## src/rtl/core/xcfd_pkg.sv

```systemverilog
// ----------------------------------------------------------------------------
// xcfd_pkg: shared types and constants for the XOR-checked frame deframer
// Holds the stage item type, status codes and frame layout constants.
// ----------------------------------------------------------------------------
package xcfd_pkg;

  localparam logic [7:0] HDR_BYTE  = 8'hFF;
  localparam logic [3:0] FRAME_LEN = 4'd15;
  localparam logic [3:0] CHECK_POS = 4'd14;
  localparam logic [3:0] HDR_LEN   = 4'd2;
  localparam int unsigned NUM_WORDS = 3;

  // Frame result codes
  typedef enum logic [1:0] {
    ST_OK         = 2'd0,
    ST_BAD_HEADER = 2'd1,
    ST_BAD_CHECK  = 2'd2
  } status_t;

  // Input command codes
  typedef enum logic {
    CMD_BYTE = 1'b0,
    CMD_IDLE = 1'b1
  } cmd_t;

  // One request held in the input stage
  typedef struct packed {
    cmd_t       cmd;
    logic [7:0] rx_byte;
  } item_t;

endpackage

```

## src/rtl/core/xcfd_in_stage.sv

```systemverilog
// ----------------------------------------------------------------------------
// xcfd_in_stage: input register of the deframer
// Captures one request per cycle unless the frame core holds back the current one, and hands it to the frame core.
// ----------------------------------------------------------------------------
module xcfd_in_stage (
  input  logic            clk,
  input  logic            rst_n,
  input  logic            in_tvalid,
  output logic            in_tready,
  input  logic [7:0]      in_tdata,   // [7:0] rx_byte
  input  logic            in_tuser,   // [0] cmd
  input  logic            take,
  output logic            stage_v,
  output xcfd_pkg::item_t stage_item
);

  logic            stage_v_r;
  logic            stage_v_nxt;
  xcfd_pkg::item_t stage_item_r;

  // Refill in the same cycle the held request is consumed
  assign in_tready = !stage_v_r || take;

  always_comb begin
    stage_v_nxt = stage_v_r;
    if (in_tvalid && in_tready) begin
      stage_v_nxt = 1'b1;
    end else if (take) begin
      stage_v_nxt = 1'b0;
    end
  end

  always_ff @(posedge clk) begin
    if (!rst_n) begin
      stage_v_r <= 1'b0;
    end else begin
      stage_v_r <= stage_v_nxt;
    end
  end

  always_ff @(posedge clk) begin
    if (in_tvalid && in_tready) begin
      stage_item_r.cmd     <= xcfd_pkg::cmd_t'(in_tuser);
      stage_item_r.rx_byte <= in_tdata;
    end
  end

  assign stage_v    = stage_v_r;
  assign stage_item = stage_item_r;

endmodule

```

## src/rtl/core/xcfd_frame_core.sv

```systemverilog
// ----------------------------------------------------------------------------
// xcfd_frame_core: frame state, checksum test and result register
// Folds each byte into the frame state; on idle judges the frame.
// ----------------------------------------------------------------------------
module xcfd_frame_core (
  input  logic            clk,
  input  logic            rst_n,
  input  logic            stage_v,
  input  xcfd_pkg::item_t stage_item,
  output logic            take,
  output logic            out_tvalid,
  input  logic            out_tready,
  output logic [103:0]    out_tdata   // [1:0] status, [33:2] vel_x_bits,
                                      // [65:34] vel_y_bits, [97:66] ang_vel_bits
);

  logic [3:0]  idx_r, idx_nxt;
  logic        hdr_ok_r, hdr_ok_nxt;
  logic [7:0]  xor_r, xor_nxt;
  logic [7:0]  chk_r, chk_nxt;
  logic [31:0] word_r [xcfd_pkg::NUM_WORDS];
  logic [31:0] word_nxt [xcfd_pkg::NUM_WORDS];
  logic [31:0] acc_r [xcfd_pkg::NUM_WORDS];
  logic [31:0] acc_nxt [xcfd_pkg::NUM_WORDS];
  logic        out_v_r, out_v_nxt;
  logic [97:0] out_d_r, out_d_nxt;

  logic              out_free;
  logic              is_idle;
  logic              idle_take;
  logic [3:0]        off;
  logic [1:0]        wsel;
  logic [4:0]        lane;
  xcfd_pkg::status_t status;

  assign out_free  = !out_v_r || out_tready;
  assign is_idle   = (stage_item.cmd == xcfd_pkg::CMD_IDLE);
  assign take      = stage_v && (!is_idle || out_free);
  assign idle_take = take && is_idle;
  assign off       = idx_r - xcfd_pkg::HDR_LEN;
  assign wsel      = off[3:2];
  assign lane      = {off[1:0], 3'b000};

  always_comb begin
    if (!hdr_ok_r || idx_r < xcfd_pkg::HDR_LEN) begin
      status = xcfd_pkg::ST_BAD_HEADER;
    end else if (chk_r != xor_r) begin
      status = xcfd_pkg::ST_BAD_CHECK;
    end else begin
      status = xcfd_pkg::ST_OK;
    end
  end

  always_comb begin
    idx_nxt    = idx_r;
    hdr_ok_nxt = hdr_ok_r;
    xor_nxt    = xor_r;
    chk_nxt    = chk_r;
    word_nxt   = word_r;
    acc_nxt    = acc_r;
    out_v_nxt  = out_v_r && !out_tready;
    out_d_nxt  = out_d_r;
    if (take) begin
      if (is_idle) begin
        if (status == xcfd_pkg::ST_OK) begin
          acc_nxt = word_r;
        end
        out_v_nxt  = 1'b1;
        out_d_nxt  = {acc_nxt[2], acc_nxt[1], acc_nxt[0], status};
        // Return per-frame state to reset
        idx_nxt    = 4'd0;
        hdr_ok_nxt = 1'b1;
        xor_nxt    = 8'd0;
        chk_nxt    = 8'd0;
        for (int i = 0; i < xcfd_pkg::NUM_WORDS; i++) begin
          word_nxt[i] = 32'd0;
        end
      end else if (idx_r < xcfd_pkg::FRAME_LEN) begin
        if (idx_r < xcfd_pkg::HDR_LEN) begin
          if (stage_item.rx_byte != xcfd_pkg::HDR_BYTE) begin
            hdr_ok_nxt = 1'b0;
          end
        end else if (idx_r < xcfd_pkg::CHECK_POS) begin
          xor_nxt = xor_r ^ stage_item.rx_byte;
          word_nxt[wsel][lane +: 8] = word_r[wsel][lane +: 8] | stage_item.rx_byte;
        end else begin
          chk_nxt = stage_item.rx_byte;
        end
        idx_nxt = idx_r + 4'd1;
      end
    end
  end

  always_ff @(posedge clk) begin
    if (!rst_n) begin
      idx_r    <= 4'd0;
      hdr_ok_r <= 1'b1;
      xor_r    <= 8'd0;
      chk_r    <= 8'd0;
      out_v_r  <= 1'b0;
      for (int i = 0; i < xcfd_pkg::NUM_WORDS; i++) begin
        word_r[i] <= 32'd0;
        acc_r[i]  <= 32'd0;
      end
    end else begin
      idx_r    <= idx_nxt;
      hdr_ok_r <= hdr_ok_nxt;
      xor_r    <= xor_nxt;
      chk_r    <= chk_nxt;
      out_v_r  <= out_v_nxt;
      word_r   <= word_nxt;
      acc_r    <= acc_nxt;
    end
  end

  always_ff @(posedge clk) begin
    out_d_r <= out_d_nxt;
  end

  assign out_tvalid = out_v_r;
  assign out_tdata  = {6'd0, out_d_r};

`ifndef SYNTH
  a_idle_gives_result: assert property (@(posedge clk) disable iff (!rst_n)
    idle_take |=> out_v_r)
    else $error("idle request did not load a result");

  a_idle_clears_frame: assert property (@(posedge clk) disable iff (!rst_n)
    idle_take |=> (idx_r == 4'd0) && hdr_ok_r && (xor_r == 8'd0))
    else $error("frame state not cleared after idle");

  a_result_from_idle: assert property (@(posedge clk) disable iff (!rst_n)
    $rose(out_v_r) |-> $past(idle_take))
    else $error("result appeared without an idle request");

  a_ok_copies_words: assert property (@(posedge clk) disable iff (!rst_n)
    (idle_take && status == xcfd_pkg::ST_OK) |=> (acc_r[0] == $past(word_r[0])))
    else $error("accepted frame did not update stored words");
`endif

endmodule

```

## src/rtl/core/xor_checked_frame_deframer.sv

```systemverilog
// ----------------------------------------------------------------------------
// xor_checked_frame_deframer: byte-stream deframer with XOR checksum
// Top level: input register stage feeding the frame core.
// ----------------------------------------------------------------------------
// Usage:
//   in_*  : one request per beat. in_tuser = 0 carries a received byte in
//           in_tdata; in_tuser = 1 marks line idle and ends the frame.
//   out_* : one result per idle request, none per byte. Each result holds
//           the frame status and the three last accepted words.
// Frame: two 0xFF header bytes, twelve payload bytes (three little-endian
//   words), one byte equal to the XOR of the payload. Missing bytes count
//   as zero, bytes past the fifteenth are dropped.
// Throughput: one request per cycle, set by the single input register, except
//   while an idle request waits for the result register to be free.
// Result path: an idle request is held in the input register, then the core
//   judges the frame and loads the result register, which holds it until taken.
// Reset: all frame state and stored words clear; no result is pending.
// Stall: a held result stays until taken; bytes keep flowing meanwhile, and
//   only an idle request waits while the result register is occupied.
// ----------------------------------------------------------------------------
module xor_checked_frame_deframer (
  input  logic         clk,
  input  logic         rst_n,
  input  logic         in_tvalid,
  output logic         in_tready,
  input  logic [7:0]   in_tdata,    // [7:0] rx_byte
  input  logic         in_tuser,    // [0] cmd
  output logic         out_tvalid,
  input  logic         out_tready,
  output logic [103:0] out_tdata    // [1:0] status, [33:2] vel_x_bits,
                                    // [65:34] vel_y_bits, [97:66] ang_vel_bits
);

  logic            take;
  logic            stage_v;
  xcfd_pkg::item_t stage_item;

  xcfd_in_stage u_in_stage (
    .clk        (clk),
    .rst_n      (rst_n),
    .in_tvalid  (in_tvalid),
    .in_tready  (in_tready),
    .in_tdata   (in_tdata),
    .in_tuser   (in_tuser),
    .take       (take),
    .stage_v    (stage_v),
    .stage_item (stage_item)
  );

  xcfd_frame_core u_frame_core (
    .clk        (clk),
    .rst_n      (rst_n),
    .stage_v    (stage_v),
    .stage_item (stage_item),
    .take       (take),
    .out_tvalid (out_tvalid),
    .out_tready (out_tready),
    .out_tdata  (out_tdata)
  );

endmodule

```

## config.mk

```make
export PLATFORM = sky130hd
export DESIGN_NAME = xor_checked_frame_deframer
export DESIGN_NICKNAME = d
export VERILOG_FILES = /design/src/rtl/core/xcfd_pkg.sv /design/src/rtl/core/xcfd_in_stage.sv /design/src/rtl/core/xcfd_frame_core.sv /design/src/rtl/core/xor_checked_frame_deframer.sv
export SDC_FILE = /design/constraint.sdc
export NUM_CORES = 1
export LEC_CHECK = 0
export ABC_AREA = 1
export BUFFER_PORTS_ARGS = -buffer_cell sky130_fd_sc_hd__buf_2
export CAP_MARGIN = 5
export CORE_ASPECT_RATIO = 0.8
export CORE_MARGIN = 2
export CORE_UTILIZATION = 60
export DETAILED_ROUTE_END_ITERATION = 8
export PLACE_DENSITY_LB_ADDON = 0.1
export SLEW_MARGIN = 20
export SYNTH_ARGS = -nofsm -noshare
export SYNTH_HDL_FRONTEND = slang
export SYNTH_SLANG_ARGS = --single-unit
```

## constraint.sdc

```tcl
create_clock -name clk -period 12.07 [get_ports clk]
set_clock_uncertainty 0.15 [all_clocks]
set_input_delay 1.207 -clock clk [delete_from_list [all_inputs] [get_ports clk]]
set_output_delay 1.207 -clock clk [all_outputs]
set_load 0.05 [all_outputs]
```

==> impl_metrics.toml <==
[cells_and_area]
nFillCells = 1951
final_area_mm2 = 0.01551
drive_gt1_share_pct = 9.717
diodes = 0
nets = 1943
area_growth_pct = 11.73

[placed_design]
io_buffers = 112
place_congestion = 0.9943
dpl_cell_area_mm2 = 0.01453
dp_hpwl_um = 25190

[pwr]
intPower_uw = 1677
ir_worst_vdd_uv = 135.1
switchingPower_uw = 512.2
sequentialPowerShare_pct = 51.7
clockPowerShare_pct = 42.8
pwr_density_cell_mw_per_mm2 = 141.2
switching_share_pct = 23.39
p_leak_uw = 0.006655
p_comb_share_pct = 5.5

[clocking]
cts_hold_buf = 0
postCtsResizedCells = 0
clk_latency_ns = 0.56
root_buffer = "clkbuf_16"
cts_setup_buffers = 0
clock_sinks = 322
cts_tree = "yes"
cts_max_level = 1
cts_buffers = 31
path_clk_slew_ns = 0.06
cts_buffer_depth = 3

[sta]
slew-limit-headroom_pct = 30.18
rsz0062_at_grt = "false"
worst_pin_slew_ns = 1.045
max_freq_ghz = 0.2646
slew_viol_final = 0
final.min_clock_period_ns = 3.779
period_share_pct = 31.31
setup_viol = 0
hold_violations = 0
tns_ns = 0

[synthesis]
yosys_warnings = 0
avgSynthCellArea_um2 = 7.494
yosysUniqueCellTypes = 30
synth_area_mm2 = 0.01388
ys_seq_area_share_pct = 54.17
ys_ff_latch = 322
syn_inst = 1852

[route]
routedWlPerCell_um = 16.35
drt_pass1_iterations = 6
vias = 12204
drc = 0
drtIter0Drc = 1362
wirelength_um = 36800
ant_nets = 0
vias_per_cell = 5.422

[worst_setup_path]
crit_fanout = 52
worstPathRequired_ns = 12.40
cp.arrival_ns = 4.11
crit_type = "flop to flop"
cp-end-kind = "flop"
start_kind = "flop"

[global_routing]
grt_pass1_wl_um = 58450
grt_pass1_vias = 11011
antenna_found_initial = 0
grt.total_usage_pct = 29.93
overflow = 0
grt_max_degree = 107

[die]
die_w_um = 174.0
io_pins = 119
rows = 49
core_area_mm2 = 0.02262
dieArea_mm2 = 0.02437
die_h_um = 140.0
initial_utilization_pct = 61.35

[outcome]
outcome = "finished clean"

[hold_path]
hp-class = "flop to flop"

[run]
cap_violations = 0
==> cell usage after synthesis, drive strengths merged <==
cell type / number / area [um2]
nand2: 771 / 2907
nor2: 218 / 825.8
dfxtp: 215 / 4304
inv: 131 / 491.7
nand3: 122 / 610.6
edfxtp: 107 / 3213
o21ai: 75 / 375.4
a21oi: 71 / 355.3
buf: 46 / 242.7
clkbuf: 46 / 172.7
nand4: 20 / 125.1
ha: 8 / 100.1
nor3: 7 / 40.04
xnor2: 4 / 35.03
clkinv: 2 / 7.510
nor4: 2 / 27.53
or2: 2 / 12.51
a31oi: 1 / 6.260
conb: 1 / 3.750
nand3b: 1 / 7.510
o211ai: 1 / 7.510
o21a: 1 / 7.510
==> routing by layer <==
layer | GRT usage, % | up-vias | part of all wire [%]
met4 | 8.713 | 0 | 2.5
met2 | 44.58 | 509 | 43
met1 | 45.42 | 5665 | 46
met3 | 4.397 | 53 | 8.6
met5 | 0 | - | 0
li1 | - | 5977 | -
==> critical path, stage by stage (launching register included) <==
cell and delay [ns]:
dfxtp_1 0.30, buf_4 0.22, inv_1 0.30, ha_1 0.39
buf_4 0.45, inv_2 0.30, nor2_1 0.28, nand2_1 0.15
nand3_1 0.15, nand2_1 0.09, nand3_1 0.19, nand4_1 0.33
nor2_1 0.24, nor2_1 0.06, nor2_1 0.08
==> cell families after synthesis <==
logic type                 after synthesis  share of synthesized area [%]
and+or+nand+nor                       1143                          32.83
DFF                                    322                          54.17
buffers and inverters                  225                          6.590
AOI/OAI and AO/OA                      149                          5.418
adders and majority gates                8                         0.7213
xor gates and xnor gates                 4                         0.2524
other                                    1                        0.02702
==> layout by cell type (no fill, tap or decap), drive strengths merged <==
| cell type | count |
|---|---|
| nand2 | 771 |
| ha | 8 |
| bufinv | 2 |
| conb | 6 |
| nand3 | 122 |
| clkinv | 9 |
| nand3b | 1 |
| nand4 | 20 |
| o211ai | 1 |
| edfxtp | 107 |
| clkinvlp | 3 |
| nor3 | 7 |
| or2 | 2 |
| inv | 133 |
| nor2 | 218 |
| o21a | 1 |
| dfxtp | 215 |
| buf | 124 |
| o21ai | 75 |
| a21oi | 71 |
| xnor2 | 4 |
| clkbuf | 42 |
| a31oi | 1 |
| nor4 | 2 |
==> state kept, by name, summed over array words and instances, names as in the netlist <==
signal and flops:
u_frame_core.chk_r 8, u_in_stage.stage_v 1, u_frame_core.out_tvalid 1, u_frame_core.acc_r 96, u_frame_core.xor_r 8, u_in_stage.stage_item 9, u_frame_core.idx_r 4, u_frame_core.word_r 96
u_frame_core.hdr_ok_r 1, u_frame_core.out_d_r 98
==> per-stage QoR <==
stage	worst slack [ns]	power, uW	std cells	utilization (%)	hold slack [ns]
floorplan	6.834	1246	1857	-	0.2691
global placement	8.250	1274	2195	64.23	0.2787
detailed placement	8.166	1275	2195	64.23	0.2892
CTS	8.402	2198	2251	68.53	0.3025
global route	8.094	2248	2251	68.54	0.3117
finish	8.291	2190	2251	68.54	0.3001
==> final cells by class <==
| type | instances | area (um2) | area share (%) |
|---|---|---|---|
| Inverter | 133 | 501.7 | 3.236 |
| Timing Repair Buffer | 124 | 654.4 | 4.220 |
| Tap cell | 306 | 382.9 | 2.469 |
| Clock buffer | 42 | 847.1 | 5.463 |
| Clock inverter | 14 | 123.9 | 0.7988 |
| Sequential cell | 322 | 7518 | 48.49 |
| Multi-Input combinational cell | 1310 | 5478 | 35.33 |
==> path summary, 6_finish.rpt <==
| kind | slack [ns] | to | startpoint | cells past startpoint |
|---|---|---|---|---|
| hold reg to reg | 0.30 | u_frame_core.acc_r[66]$_SDFFE_PN0P_ | u_frame_core.acc_r[66]$_SDFFE_PN0P_ | 2 |
| setup / recovery | 8.29 | u_frame_core.word_r[29]$_SDFFE_PN0P_ | u_frame_core.idx_r[1]$_SDFFE_PN0P_ | 14 |
| setup reg to reg | 8.29 | u_frame_core.word_r[29]$_SDFFE_PN0P_ | u_frame_core.idx_r[1]$_SDFFE_PN0P_ | 14 |
| hold / removal | 0.30 | u_frame_core.acc_r[66]$_SDFFE_PN0P_ | u_frame_core.acc_r[66]$_SDFFE_PN0P_ | 2 |
==> power by group through the flow <==
stage | combinational (uW) | clock, uW | sequential, uW
global placement | 118 | 0 | 1160
detailed placement | 119 | 0 | 1160
CTS | 119 | 946 | 1130
floorplan | 62.9 | 0 | 1180
global route | 128 | 987 | 1130
finish | 121 | 937 | 1130
(Power assumes the default switching activity.)
